===== src/sv/b64d_pkg.sv =====
// Shared types, codes and widths for the base64 stream decoder.
// Used by the channel interfaces, the decoder modules and the checker.
package b64d_pkg;

  localparam int CAP_W            = 13;
  localparam int LEN_W            = 12;
  localparam int MAX_CAPACITY_DEF = 4096;
  localparam logic [CAP_W-1:0] CAP_RESET = 13'd512;

  typedef enum logic {
    OP_CHAR = 1'b0,
    OP_END  = 1'b1
  } opcode_t;

  typedef enum logic [1:0] {
    KIND_DATA = 2'd0,
    KIND_OK   = 2'd1,
    KIND_ERR  = 2'd2
  } kind_t;

  typedef struct packed {
    opcode_t    opcode;
    logic [7:0] char_in;
  } item_t;

  typedef struct packed {
    logic       valid;
    logic [5:0] sextet;
    logic       blank;
  } char_class_t;

  localparam logic [7:0] CH_SPACE = 8'h20;
  localparam logic [7:0] CH_TAB   = 8'h09;
  localparam logic [7:0] CH_CR    = 8'h0D;
  localparam logic [7:0] CH_LF    = 8'h0A;
  localparam logic [7:0] CH_PLUS  = 8'h2B;
  localparam logic [7:0] CH_SLASH = 8'h2F;
  localparam logic [7:0] CH_PAD   = 8'h3D;

endpackage


===== src/sv/b64d_if.sv =====
// Valid/ready channel interfaces for the decoder's input and result beats.
// Depends on b64d_pkg for field types.
interface b64d_in_if;
  import b64d_pkg::*;
  logic       valid;
  logic       ready;
  opcode_t    opcode;
  logic [7:0] char_in;

  modport source (output valid, output opcode, output char_in, input ready);
  modport sink   (input valid, input opcode, input char_in, output ready);
endinterface

interface b64d_out_if;
  import b64d_pkg::*;
  logic              valid;
  logic              ready;
  kind_t             kind;
  logic [7:0]        data_byte;
  logic [LEN_W-1:0]  decoded_length;

  modport source (output valid, output kind, output data_byte, output decoded_length,
                  input ready);
  modport sink   (input valid, input kind, input data_byte, input decoded_length,
                  output ready);
endinterface


===== src/sv/b64d_char_map.sv =====
// Classifies one character: base64 sextet value, alphabet membership, blank.
// Depends on b64d_pkg.
module b64d_char_map (
  input  logic [7:0]            ch,
  output b64d_pkg::char_class_t cls
);
  import b64d_pkg::*;

  always_comb begin
    cls.valid  = 1'b1;
    cls.sextet = 6'd0;
    cls.blank  = (ch == CH_SPACE) || (ch == CH_TAB) || (ch == CH_CR) || (ch == CH_LF);
    if (ch >= 8'h41 && ch <= 8'h5A) begin
      cls.sextet = 6'(ch - 8'h41);
    end else if (ch >= 8'h61 && ch <= 8'h7A) begin
      cls.sextet = 6'(ch - 8'h61 + 8'd26);
    end else if (ch >= 8'h30 && ch <= 8'h39) begin
      cls.sextet = 6'(ch - 8'h30 + 8'd52);
    end else if (ch == CH_PLUS) begin
      cls.sextet = 6'd62;
    end else if (ch == CH_SLASH) begin
      cls.sextet = 6'd63;
    end else begin
      // Anything else, padding included, ends the decode.
      cls.valid = 1'b0;
    end
  end

endmodule


===== src/sv/b64d_core.sv =====
// Decoder state, per-character decode logic and the result register.
// Depends on b64d_pkg and b64d_char_map.
module b64d_core #(
  parameter int MAX_CAPACITY = b64d_pkg::MAX_CAPACITY_DEF
) (
  input  logic                         clk,
  input  logic                         rst_n,
  input  logic                         item_valid,
  input  b64d_pkg::item_t              item,
  input  logic [b64d_pkg::CAP_W-1:0]   capacity,
  output logic                         go,
  b64d_out_if.source                   out_if
);
  import b64d_pkg::*;

  localparam int CAP_MAX_REP = (1 << CAP_W) - 1;
  localparam int CAP_LIM     = (MAX_CAPACITY > CAP_MAX_REP) ? CAP_MAX_REP : MAX_CAPACITY;
  localparam int CNT_W       = (CAP_LIM > 2) ? $clog2(CAP_LIM) : 1;

  logic [1:0]       phase_r, phase_nxt;
  logic [5:0]       held_r, held_nxt;
  logic [CNT_W-1:0] cnt_r, cnt_nxt;
  logic             stopped_r, stopped_nxt;
  logic             failed_r, failed_nxt;

  logic             out_valid_r;
  kind_t            kind_r, kind_nxt;
  logic [7:0]       byte_r, byte_nxt;
  logic [LEN_W-1:0] len_r, len_nxt;
  logic             res_v;

  char_class_t      cls;
  logic [CAP_W-1:0] cap;
  logic [CAP_W-1:0] cnt_ext;
  logic [CAP_W:0]   cnt_inc;
  logic [7:0]       dec_byte;
  logic             bad_end;

  b64d_char_map u_char_map (
    .ch  (item.char_in),
    .cls (cls)
  );

  assign go      = item_valid && (!out_valid_r || out_if.ready);
  assign cap     = (capacity < CAP_W'(CAP_LIM)) ? capacity : CAP_W'(CAP_LIM);
  assign cnt_ext = CAP_W'(cnt_r);
  assign cnt_inc = {1'b0, cnt_ext} + 1'b1;
  assign bad_end = failed_r || (phase_r == 2'd1) || (cnt_ext >= cap);

  always_comb begin
    case (phase_r)
      2'd1:    dec_byte = {held_r, cls.sextet[5:4]};
      2'd2:    dec_byte = {held_r[3:0], cls.sextet[5:2]};
      2'd3:    dec_byte = {held_r[1:0], cls.sextet};
      default: dec_byte = 8'd0;
    endcase
  end

  always_comb begin
    phase_nxt   = phase_r;
    held_nxt    = held_r;
    cnt_nxt     = cnt_r;
    stopped_nxt = stopped_r;
    failed_nxt  = failed_r;
    res_v       = 1'b0;
    kind_nxt    = KIND_DATA;
    byte_nxt    = 8'd0;
    len_nxt     = '0;
    if (go) begin
      if (item.opcode == OP_END) begin
        res_v       = 1'b1;
        kind_nxt    = bad_end ? KIND_ERR : KIND_OK;
        len_nxt     = bad_end ? '0 : cnt_ext[LEN_W-1:0];
        phase_nxt   = 2'd0;
        held_nxt    = 6'd0;
        cnt_nxt     = '0;
        stopped_nxt = 1'b0;
        failed_nxt  = 1'b0;
      end else if (stopped_r || failed_r) begin
        // Decode has ended; characters are dropped until the end beat.
      end else if (phase_r == 2'd0 && cls.blank) begin
        // Blanks between quartets are skipped.
      end else if (!cls.valid) begin
        if (phase_r == 2'd1) begin
          failed_nxt = 1'b1;
        end else begin
          stopped_nxt = 1'b1;
        end
      end else if (phase_r == 2'd0) begin
        held_nxt  = cls.sextet;
        phase_nxt = 2'd1;
      end else if (cnt_ext >= cap) begin
        failed_nxt = 1'b1;
      end else begin
        res_v    = 1'b1;
        byte_nxt = dec_byte;
        // The byte that fills the buffer is still sent, but the length is spent.
        if (cnt_inc >= {1'b0, cap}) begin
          failed_nxt = 1'b1;
        end else begin
          cnt_nxt = cnt_r + 1'b1;
        end
        held_nxt  = cls.sextet;
        phase_nxt = phase_r + 2'd1;
      end
    end
  end

  always_ff @(posedge clk) begin
    if (!rst_n) begin
      phase_r     <= 2'd0;
      held_r      <= 6'd0;
      cnt_r       <= '0;
      stopped_r   <= 1'b0;
      failed_r    <= 1'b0;
      out_valid_r <= 1'b0;
    end else begin
      phase_r   <= phase_nxt;
      held_r    <= held_nxt;
      cnt_r     <= cnt_nxt;
      stopped_r <= stopped_nxt;
      failed_r  <= failed_nxt;
      if (go) begin
        out_valid_r <= res_v;
      end else if (out_if.ready) begin
        out_valid_r <= 1'b0;
      end
    end
  end

  always_ff @(posedge clk) begin
    if (go && res_v) begin
      kind_r <= kind_nxt;
      byte_r <= byte_nxt;
      len_r  <= len_nxt;
    end
  end

  assign out_if.valid          = out_valid_r;
  assign out_if.kind           = kind_r;
  assign out_if.data_byte      = byte_r;
  assign out_if.decoded_length = len_r;

endmodule


===== src/sv/base64_stream_decoder.sv =====
// Base64 stream decoder: character beats in, data bytes and a final status out.
//
// Input channel in_if: one beat per character (opcode OP_CHAR) or an end beat
// (OP_END). Result channel out_if: a data byte (KIND_DATA) for each completed
// byte, and for every end beat one status beat, KIND_OK with the decoded
// length or KIND_ERR. Characters that complete no byte give no result beat.
// The cfg_we / cfg_wdata port sets the output buffer capacity, terminator
// included; write it only while the block is idle.
// Throughput is one beat per cycle while the receiver is ready: the input
// register feeds one pass of lookup, shift and compare logic that updates the
// decoder state and loads the result register in the same cycle. An accepted
// beat reaches out_if through the input register and then the result register.
// Reset (synchronous, rst_n low) clears the decoder state, empties both
// registers and sets the capacity to 512. When the receiver stalls, the
// result register holds its beat and one more input beat waits in the input
// register; in_if.ready drops only when both are occupied.
// Depends on b64d_pkg, b64d_if and b64d_core.
module base64_stream_decoder #(
  parameter int MAX_CAPACITY = b64d_pkg::MAX_CAPACITY_DEF
) (
  input  logic                        clk,
  input  logic                        rst_n,
  input  logic                        cfg_we,
  input  logic [b64d_pkg::CAP_W-1:0]  cfg_wdata,
  b64d_in_if.sink                     in_if,
  b64d_out_if.source                  out_if
);
  import b64d_pkg::*;

  logic             in_v_r;
  item_t            item_r;
  logic [CAP_W-1:0] cap_r;
  logic             go;

  assign in_if.ready = !in_v_r || go;

  always_ff @(posedge clk) begin
    if (!rst_n) begin
      in_v_r <= 1'b0;
      cap_r  <= CAP_RESET;
    end else begin
      if (in_if.valid && in_if.ready) begin
        in_v_r <= 1'b1;
      end else if (go) begin
        in_v_r <= 1'b0;
      end
      if (cfg_we) begin
        cap_r <= cfg_wdata;
      end
    end
  end

  always_ff @(posedge clk) begin
    if (in_if.valid && in_if.ready) begin
      item_r.opcode  <= in_if.opcode;
      item_r.char_in <= in_if.char_in;
    end
  end

  b64d_core #(
    .MAX_CAPACITY (MAX_CAPACITY)
  ) u_core (
    .clk        (clk),
    .rst_n      (rst_n),
    .item_valid (in_v_r),
    .item       (item_r),
    .capacity   (cap_r),
    .go         (go),
    .out_if     (out_if)
  );

endmodule


===== src/flat_wrapper.sv =====
// flat-port wrapper written by rule: the top's interface ports become plain ports
module base64_stream_decoder_flat import b64d_pkg::*;
#(
  parameter int MAX_CAPACITY = b64d_pkg::MAX_CAPACITY_DEF
)
  (clk, rst_n, cfg_we, cfg_wdata, in_if_valid, in_if_opcode, in_if_char_in, in_if_ready, out_if_valid, out_if_kind, out_if_data_byte, out_if_decoded_length, out_if_ready);
  b64d_in_if in_if_i ();
  b64d_out_if out_if_i ();
  input  logic clk;
  input  logic rst_n;
  input  logic cfg_we;
  input  logic [b64d_pkg::CAP_W-1:0] cfg_wdata;
  input wire logic [$bits(in_if_i.valid)-1:0] in_if_valid;
  input wire logic [$bits(in_if_i.opcode)-1:0] in_if_opcode;
  input wire logic [$bits(in_if_i.char_in)-1:0] in_if_char_in;
  output wire logic [$bits(in_if_i.ready)-1:0] in_if_ready;
  output wire logic [$bits(out_if_i.valid)-1:0] out_if_valid;
  output wire logic [$bits(out_if_i.kind)-1:0] out_if_kind;
  output wire logic [$bits(out_if_i.data_byte)-1:0] out_if_data_byte;
  output wire logic [$bits(out_if_i.decoded_length)-1:0] out_if_decoded_length;
  input wire logic [$bits(out_if_i.ready)-1:0] out_if_ready;
  assign in_if_i.valid = in_if_valid;
  assign in_if_i.opcode = in_if_opcode;
  assign in_if_i.char_in = in_if_char_in;
  assign in_if_ready = in_if_i.ready;
  assign out_if_valid = out_if_i.valid;
  assign out_if_kind = out_if_i.kind;
  assign out_if_data_byte = out_if_i.data_byte;
  assign out_if_decoded_length = out_if_i.decoded_length;
  assign out_if_i.ready = out_if_ready;
  base64_stream_decoder #(.MAX_CAPACITY(MAX_CAPACITY)) u_core (.clk(clk), .rst_n(rst_n), .cfg_we(cfg_we), .cfg_wdata(cfg_wdata), .in_if(in_if_i), .out_if(out_if_i));
endmodule

===== config.mk =====
export PLATFORM = sky130hd
export DESIGN_NAME = base64_stream_decoder_flat
export DESIGN_NICKNAME = d
export VERILOG_FILES = /design/src/sv/b64d_pkg.sv /design/src/sv/b64d_if.sv /design/src/sv/b64d_char_map.sv /design/src/sv/b64d_core.sv /design/src/sv/base64_stream_decoder.sv /design/src/flat_wrapper.sv
export SDC_FILE = /design/constraint.sdc
export NUM_CORES = 1
export LEC_CHECK = 0
export BUFFER_PORTS_ARGS = -buffer_cell sky130_fd_sc_hd__buf_4
export CORE_UTILIZATION = 49
export CTS_CLUSTER_SIZE = 16
export DETAILED_ROUTE_END_ITERATION = 12
export PLACE_DENSITY = 0.69
export SYNTH_ARGS = -nofsm -noshare
export SYNTH_HDL_FRONTEND = slang
export SYNTH_SLANG_ARGS = --single-unit

===== constraint.sdc =====
create_clock -name clk -period 3.7 [get_ports clk]
set_input_delay 0.185 -clock clk [delete_from_list [all_inputs] [get_ports clk]]
set_output_delay 0.185 -clock clk [all_outputs]
set_load 0.01 [all_outputs]

==> results of run 1 <==
[layout by cell type (no fill, tap or decap), types with 5 or more instances in the layout]
| master | netlist | final |
|---|---|---|
| buf_4 | 1 | 51 |
| nand2_1 | 44 | 44 |
| ha_1 | 38 | 38 |
| dfxtp_1 | 37 | 37 |
| nor2_1 | 35 | 35 |
| edfxtp_1 | 31 | 31 |
| nand3_1 | 23 | 23 |
| mux2i_1 | 17 | 17 |
| a21oi_1 | 16 | 16 |
| inv_1 | 16 | 16 |
| and2_1 | 15 | 15 |
| clkbuf_8 | 0 | 10 |
| xnor2_1 | 8 | 8 |
| a21o_1 | 7 | 7 |
| nor3_1 | 7 | 7 |
| a31oi_1 | 6 | 6 |
| nand4_1 | 5 | 5 |
| or3_1 | 5 | 5 |
| xor2_1 | 5 | 5 |
| or2_2 | 5 | 5 |
| and3_1 | 5 | 5 |
| a211oi_1 | 5 | 5 |
| o2bb2ai_1 | 5 | 5 |
| nor4_1 | 5 | 5 |
[worst max-delay path, cell delays in order (launching register included)]
cell and delay [ps]:
dfxtp_1 450, nand3_1 200, or3_1 500, nor2_1 310, nand3_1 140, xnor2_1 240
ha_1 290, a21o_1 180, a21oi_1 170, o21ai_1 200, nor4_1 390, mux2i_1 230
[registers in the layout (all words and copies together), names as in the netlist]
register / cells
u_core.u_core.failed_r: 1
u_core.cap_r: 13
u_core.u_core.out_if.valid: 1
u_core.item_r: 9
u_core.u_core.cnt_r: 12
u_core.u_core.out_if.decoded_length: 12
u_core.u_core.out_if.kind: 2
u_core.in_v_r: 1
u_core.u_core.phase_r: 2
u_core.u_core.held_r: 6
u_core.u_core.out_if.data_byte: 8
u_core.u_core.stopped_r: 1
[per-stage QoR]
stage | cells | total power, mW | instance area (sq um)
after floorplan | 428 | 0.962 | 4170
after global placement | 569 | 1.02 | 4620
after detailed placement | 569 | 1.03 | 4620
after CTS | 585 | 1.64 | 4820
after global routing | 585 | 1.71 | 4820
final | 585 | 1.63 | 4820
[cell families (layout without fill, tap and decap cells)]
| group | count (synthesis) | after routing | share of synthesized area |
|---|---|---|---|
| AND/OR/NAND/NOR | 168 | 168 | 0.204 |
| AO/OA/AOI/OAI | 90 | 90 | 0.176 |
| flip-flops | 68 | 68 | 0.400 |
| adder cells (fa/ha/maj) | 38 | 38 | 0.114 |
| buffers and inverters | 32 | 84 | 0.0321 |
| multiplexers | 19 | 19 | 0.0462 |
| XOR/XNOR | 13 | 13 | 0.0273 |
[routing by layer]
metal	up-vias	GRT usage	wire length, um
met2	133	0.307	3750
li1	1701	-	-
met5	-	0	0
met1	1576	0.331	4660
met3	10	0.0283	554
met4	0	0.0628	93
[worst max-delay path by stage]
stage	endpoint	cells past startpoint	slack [ps]
2_1_floorplan	u_core.u_core.failed_r$_SDFFE_PN0P_	11	740
3_3_place_gp	u_core.u_core.failed_r$_SDFFE_PN0P_	11	460
3_5_place_dp	u_core.u_core.cnt_r[9]$_SDFFE_PN0P_	11	290
4_1_cts	u_core.u_core.cnt_r[9]$_SDFFE_PN0P_	11	240
5_1_grt	u_core.u_core.failed_r$_SDFFE_PN0P_	11	30
6_report	u_core.u_core.cnt_r[5]$_SDFFE_PN0P_	11	320
[power by group]
part | switching (mW) | internal [mW] | total [mW] | leakage (nW)
combinational | 0.110 | 0.0780 | 0.188 | 1.28
clock | 0.291 | 0.332 | 0.623 | 0.0999
sequential | 0.0204 | 0.804 | 0.824 | 0.624
[layout make-up]
type	instances	area, sq um	area share
timing repair buffer	51	383	0.0794
inverter	17	63.8	0.0132
clock buffer	11	141	0.0293
sequential	68	1670	0.347
tap	105	131	0.0272
multi-input combinational	328	2370	0.492
clock inverter	5	60.1	0.0125
==> results.cfg, run 1 <==
[grt]
grt_pass1_vias = 3097
antenna_found_initial = 0
grt_max_degree = 23
grt_overflow_total = 0
grt_usage = 0.215
grt_pass1_wl_um = 15000

[worst_hold_path]
whs_path_depth = 1
worstHoldEndpoint = u_core.item_r[3]$_DFFE_PP_
holdCritStartpoint = in_if_char_in[3]
holdCritPathClass = primary input to flop

[clocking]
clock_path_buffers = 2
clkTransAtPathRegs_ps = 80
cts_hold_buf = 0
ctsResizeCount = 0
tritoncts = yes
root_buffer = clkbuf_8
clock-sinks = 68
clk_latency_ps = 350
cts_buffers = 9
htreeDepth = 3
cts_setup_buffers = 0

[timing]
clock.fmax_mhz = 296
rsz0062_at_grt = no
fin_ws_ps = 323
hold_slack_ps = 21.6
worst_pin_slew_ps = 847
slew_headroom = 0.433
finalMaxSlewViolations = 0
fin_crit_ps = 3380
setup_tns_ps = 0
finClkSkew_ps = 12.9
hold_viol = 0
finalCritPeriodShare = 0.913
finalSetupViolCount = 0

[critical_path]
reg2reg_from = u_core.u_core.cnt_r[2]$_SDFFE_PN0P_
r2r_end = u_core.u_core.cnt_r[5]$_SDFFE_PN0P_
path_class = flop to flop
worst_r2r_path_depth = 11
ff2ff_setup_slack_ps = 320
endpoint_kind = flop
cp.arrival_ps = 3650
crit_required_ps = 3970
critical_path_peak_fanout = 7
startpoint = u_core.u_core.cnt_r[2]$_SDFFE_PN0P_
crit_path_start_kind = flop

[finish]
antenna_cells = 0
fin_util = 0.587
drive_gt1_frac = 0.179
fill_cells = 724
area_delta_synth_final_pct = 15.6
fin_nets = 540

[die]
die_area_sq_um = 8890
ioPinCount = 51
start_util = 0.508
die_w_um = 94.3
core-area_sq_um = 8220
die_h_um = 94.3
fp-row-count = 33

[route]
drcViolationCount = 0
wl_per_cell_um = 15.5
final_antenna_net_count = 0
viasPerCell = 5.85
wl_um = 9060
drt_iter0_markers = 312
vias = 3420
firstDrtPassIters = 5

[logic_synthesis]
avgSynthCellArea_sq_um = 9.75
synth.most_common_cell = nand2_1
synth_area_sq_um = 4170
synthArstFlopShare = 0
post-synth-top-area-fraction = 0.223
synth.distinct_cells = 68
postSynthCellCount = 428
yosysSeqAreaShare = 0.400
synthTopCellsByArea = edfxtp_1 22%, dfxtp_1 18%, ha_1 11%
yosys_most_used_dff = dfxtp_1
synth_area_leader_cell = edfxtp_1
ys_ff_latch = 68
yosys-top-cells-count = 44 x nand2_1, 38 x ha_1, 37 x dfxtp_1
syn_nets = 493
yosysWarningCount = 0
synth_edf_count = 31

[power]
ir_drop_mv = 0.216
power.density_nw_per_um2 = 339
p_leak_nw = 2.00

[run]
cap_violations = 0

[place]
io_buffer_count = 50
post-place-ws_ps = 291
gp_congestion = 0.906
dp_hpwl_um = 6810

[run_status]
outcome = completed
(Power assumes the default switching activity.)
==> run 2, diff against run 1 <==
Settings changed: CORE_UTILIZATION 49 to 59, PLACE_DENSITY 0.69 to 0.81.
==> run 2 against run 1 <==
Net effect: die area fell by 17%; worst hold slack got worse by 4.6 ps; critical endpoint is now u_core.u_core.cnt_r[9]$_SDFFE_PN0P_; global-route usage rose by 4.7 points; fmax is 0.50% lower.
==> results.cfg, run 2 (same netlist as run 1, synthesis figures left out) <==
[run_status]
outcome = completed

[grt]
antenna_found_initial = 0
grt_max_degree = 23
grt_pass1_vias = 3196
grt_overflow_total = 0
grt_usage = 0.261
grt_pass1_wl_um = 15200

[die]
core-area_sq_um = 6830
die_area_sq_um = 7410
start_util = 0.611
die_h_um = 86.1
die_w_um = 86.1
ioPinCount = 51
fp-row-count = 30

[timing]
hold_viol = 0
rsz0062_at_grt = no
finalCritPeriodShare = 0.917
hold_slack_ps = 16.9
finalSetupViolCount = 0
fin_crit_ps = 3390
worst_pin_slew_ps = 905
slew_headroom = 0.394
setup_tns_ps = 0
clock.fmax_mhz = 295
finalMaxSlewViolations = 0
finClkSkew_ps = 10.4

[power]
ir_drop_mv = 0.254
p_leak_nw = 2.03
power.density_nw_per_um2 = 377

[clocking]
htreeDepth = 3
root_buffer = clkbuf_8
tritoncts = yes
cts_hold_buf = 0
clkTransAtPathRegs_ps = 80
clock-sinks = 68
cts_buffers = 9
clk_latency_ps = 350
clock_path_buffers = 2

[route]
wl_um = 9060
firstDrtPassIters = 4
viasPerCell = 5.98
drcViolationCount = 0
wl_met3_um = 604
met2_length_um = 3920
topRoutingLayerUsed = met4
drt_iter0_markers = 256
wl_met1_um = 4420
vias = 3442
wl_per_cell_um = 15.7
final_antenna_net_count = 0

[critical_path]
cpMaxStageDelayCell = or3_1
endpoint_kind = flop
timing.critical_path.cells = nand3_1 -> or3_1 -> nor2_1 -> nand3_1 -> xnor2_1 -> ha_1 -> a21o_1 -> a21oi_1 -> a21boi_2 -> and3_1 -> o221a_1
path_class = flop to flop
critical_path_peak_fanout = 7
ff2ff_setup_slack_ps = 310
cp.arrival_ps = 3680
crit_path_start_kind = flop
slowest_delay_ps = 490
crit_required_ps = 3990
cp_common_cell = nand3_1

[place]
dp_hpwl_um = 6790
gp_congestion = 0.963
placed_area_sq_um = 4610
placed_cells = 560
io_buffer_count = 50

[finish]
fin_area_sq_um = 4880
area_delta_synth_final_pct = 16.9
layout_commonest_cell = buf_4
largest_reg_flops = 13
antenna_cells = 0
layout.cells.most_common_list = 51 x buf_4, 44 x nand2_1, 38 x ha_1, 37 x dfxtp_1, 35 x nor2_1
regMostFlops = u_core.cap_r
final_cells = 576
final-seq-area_sq_um = 1670
multi_input_area_sq_um = 2370
drive_gt1_frac = 0.181
fin_nets = 540
fill_cells = 539

[worst_hold_path]
holdCritPathClass = primary input to flop

[run]
cap_violations = 0
run 2: cell count changes in the layout (fill, tap and decap cells not counted):
cell | previous run | this run
clkbuf_8 | 10 | 9
clkinvlp_4 | 1 | 0
inv_6 | 1 | 2
clkbuf_1 | 1 | 0
clkinv_2 | 1 | 0
bufinv_16 | 1 | 4
run 2: power breakdown:
group	internal, mW	switching [mW]
sequential	0.803	0.0202
combinational	0.0782	0.110
clock	0.522	0.305
run 2: layout make-up:
type	instances	share of cell area
Clock buffer	9	0.0254
Inverter	17	0.0131
Timing Repair Buffer	51	0.0784
Clock inverter	7	0.0300
Tap cell	96	0.0246
Sequential cell	68	0.342
Multi-Input combinational cell	328	0.486
run 2: through the flow:
stage | setup slack [ps] | utilization | total power [mW]
6_report | 306 | 0.714 | 1.84
5_1_grt | 41.0 | 0.714 | 1.90
4_1_cts | 276 | 0.714 | 1.84
3_5_place_dp | 311 | 0.674 | 1.02
3_3_place_gp | 491 | 0.674 | 1.02
2_1_floorplan | 739 | - | 0.962
run 2: final timing paths:
check / to / from / cells after the start
worst max-delay path: u_core.u_core.cnt_r[9]$_SDFFE_PN0P_ / u_core.u_core.cnt_r[0]$_SDFFE_PN0P_ / 11
worst min-delay path: u_core.item_r[7]$_DFFE_PP_ / in_if_char_in[7] / 1
worst max register to register: u_core.u_core.cnt_r[9]$_SDFFE_PN0P_ / u_core.u_core.cnt_r[0]$_SDFFE_PN0P_ / 11
worst min register to register: u_core.u_core.held_r[4]$_SDFFE_PN0P_ / u_core.u_core.held_r[4]$_SDFFE_PN0P_ / 1
run 2: worst max-delay path, delay by kind of cell (launching register included):
kind	cells	cell delay [ps]
adder cells (fa/ha/maj)	1	300
AND/OR/NAND/NOR	5	1450
XOR/XNOR	1	260
flip-flops	1	450
AO/OA/AOI/OAI	4	880
run 2: layer usage:
metal | global-route usage | vias up
met1 | 0.376 | 1589
met3 | 0.0549 | 14
met4 | 0.0758 | 0
li1 | - | 1701
met5 | 0 | -
met2 | 0.397 | 138
run 2: what timing repair did:
item                       in CTS  in global routing
buffers inserted                0                  0
resized for setup               0                  1
hold endpoints to repair        0                  0
setup endpoints to repair       0                  7
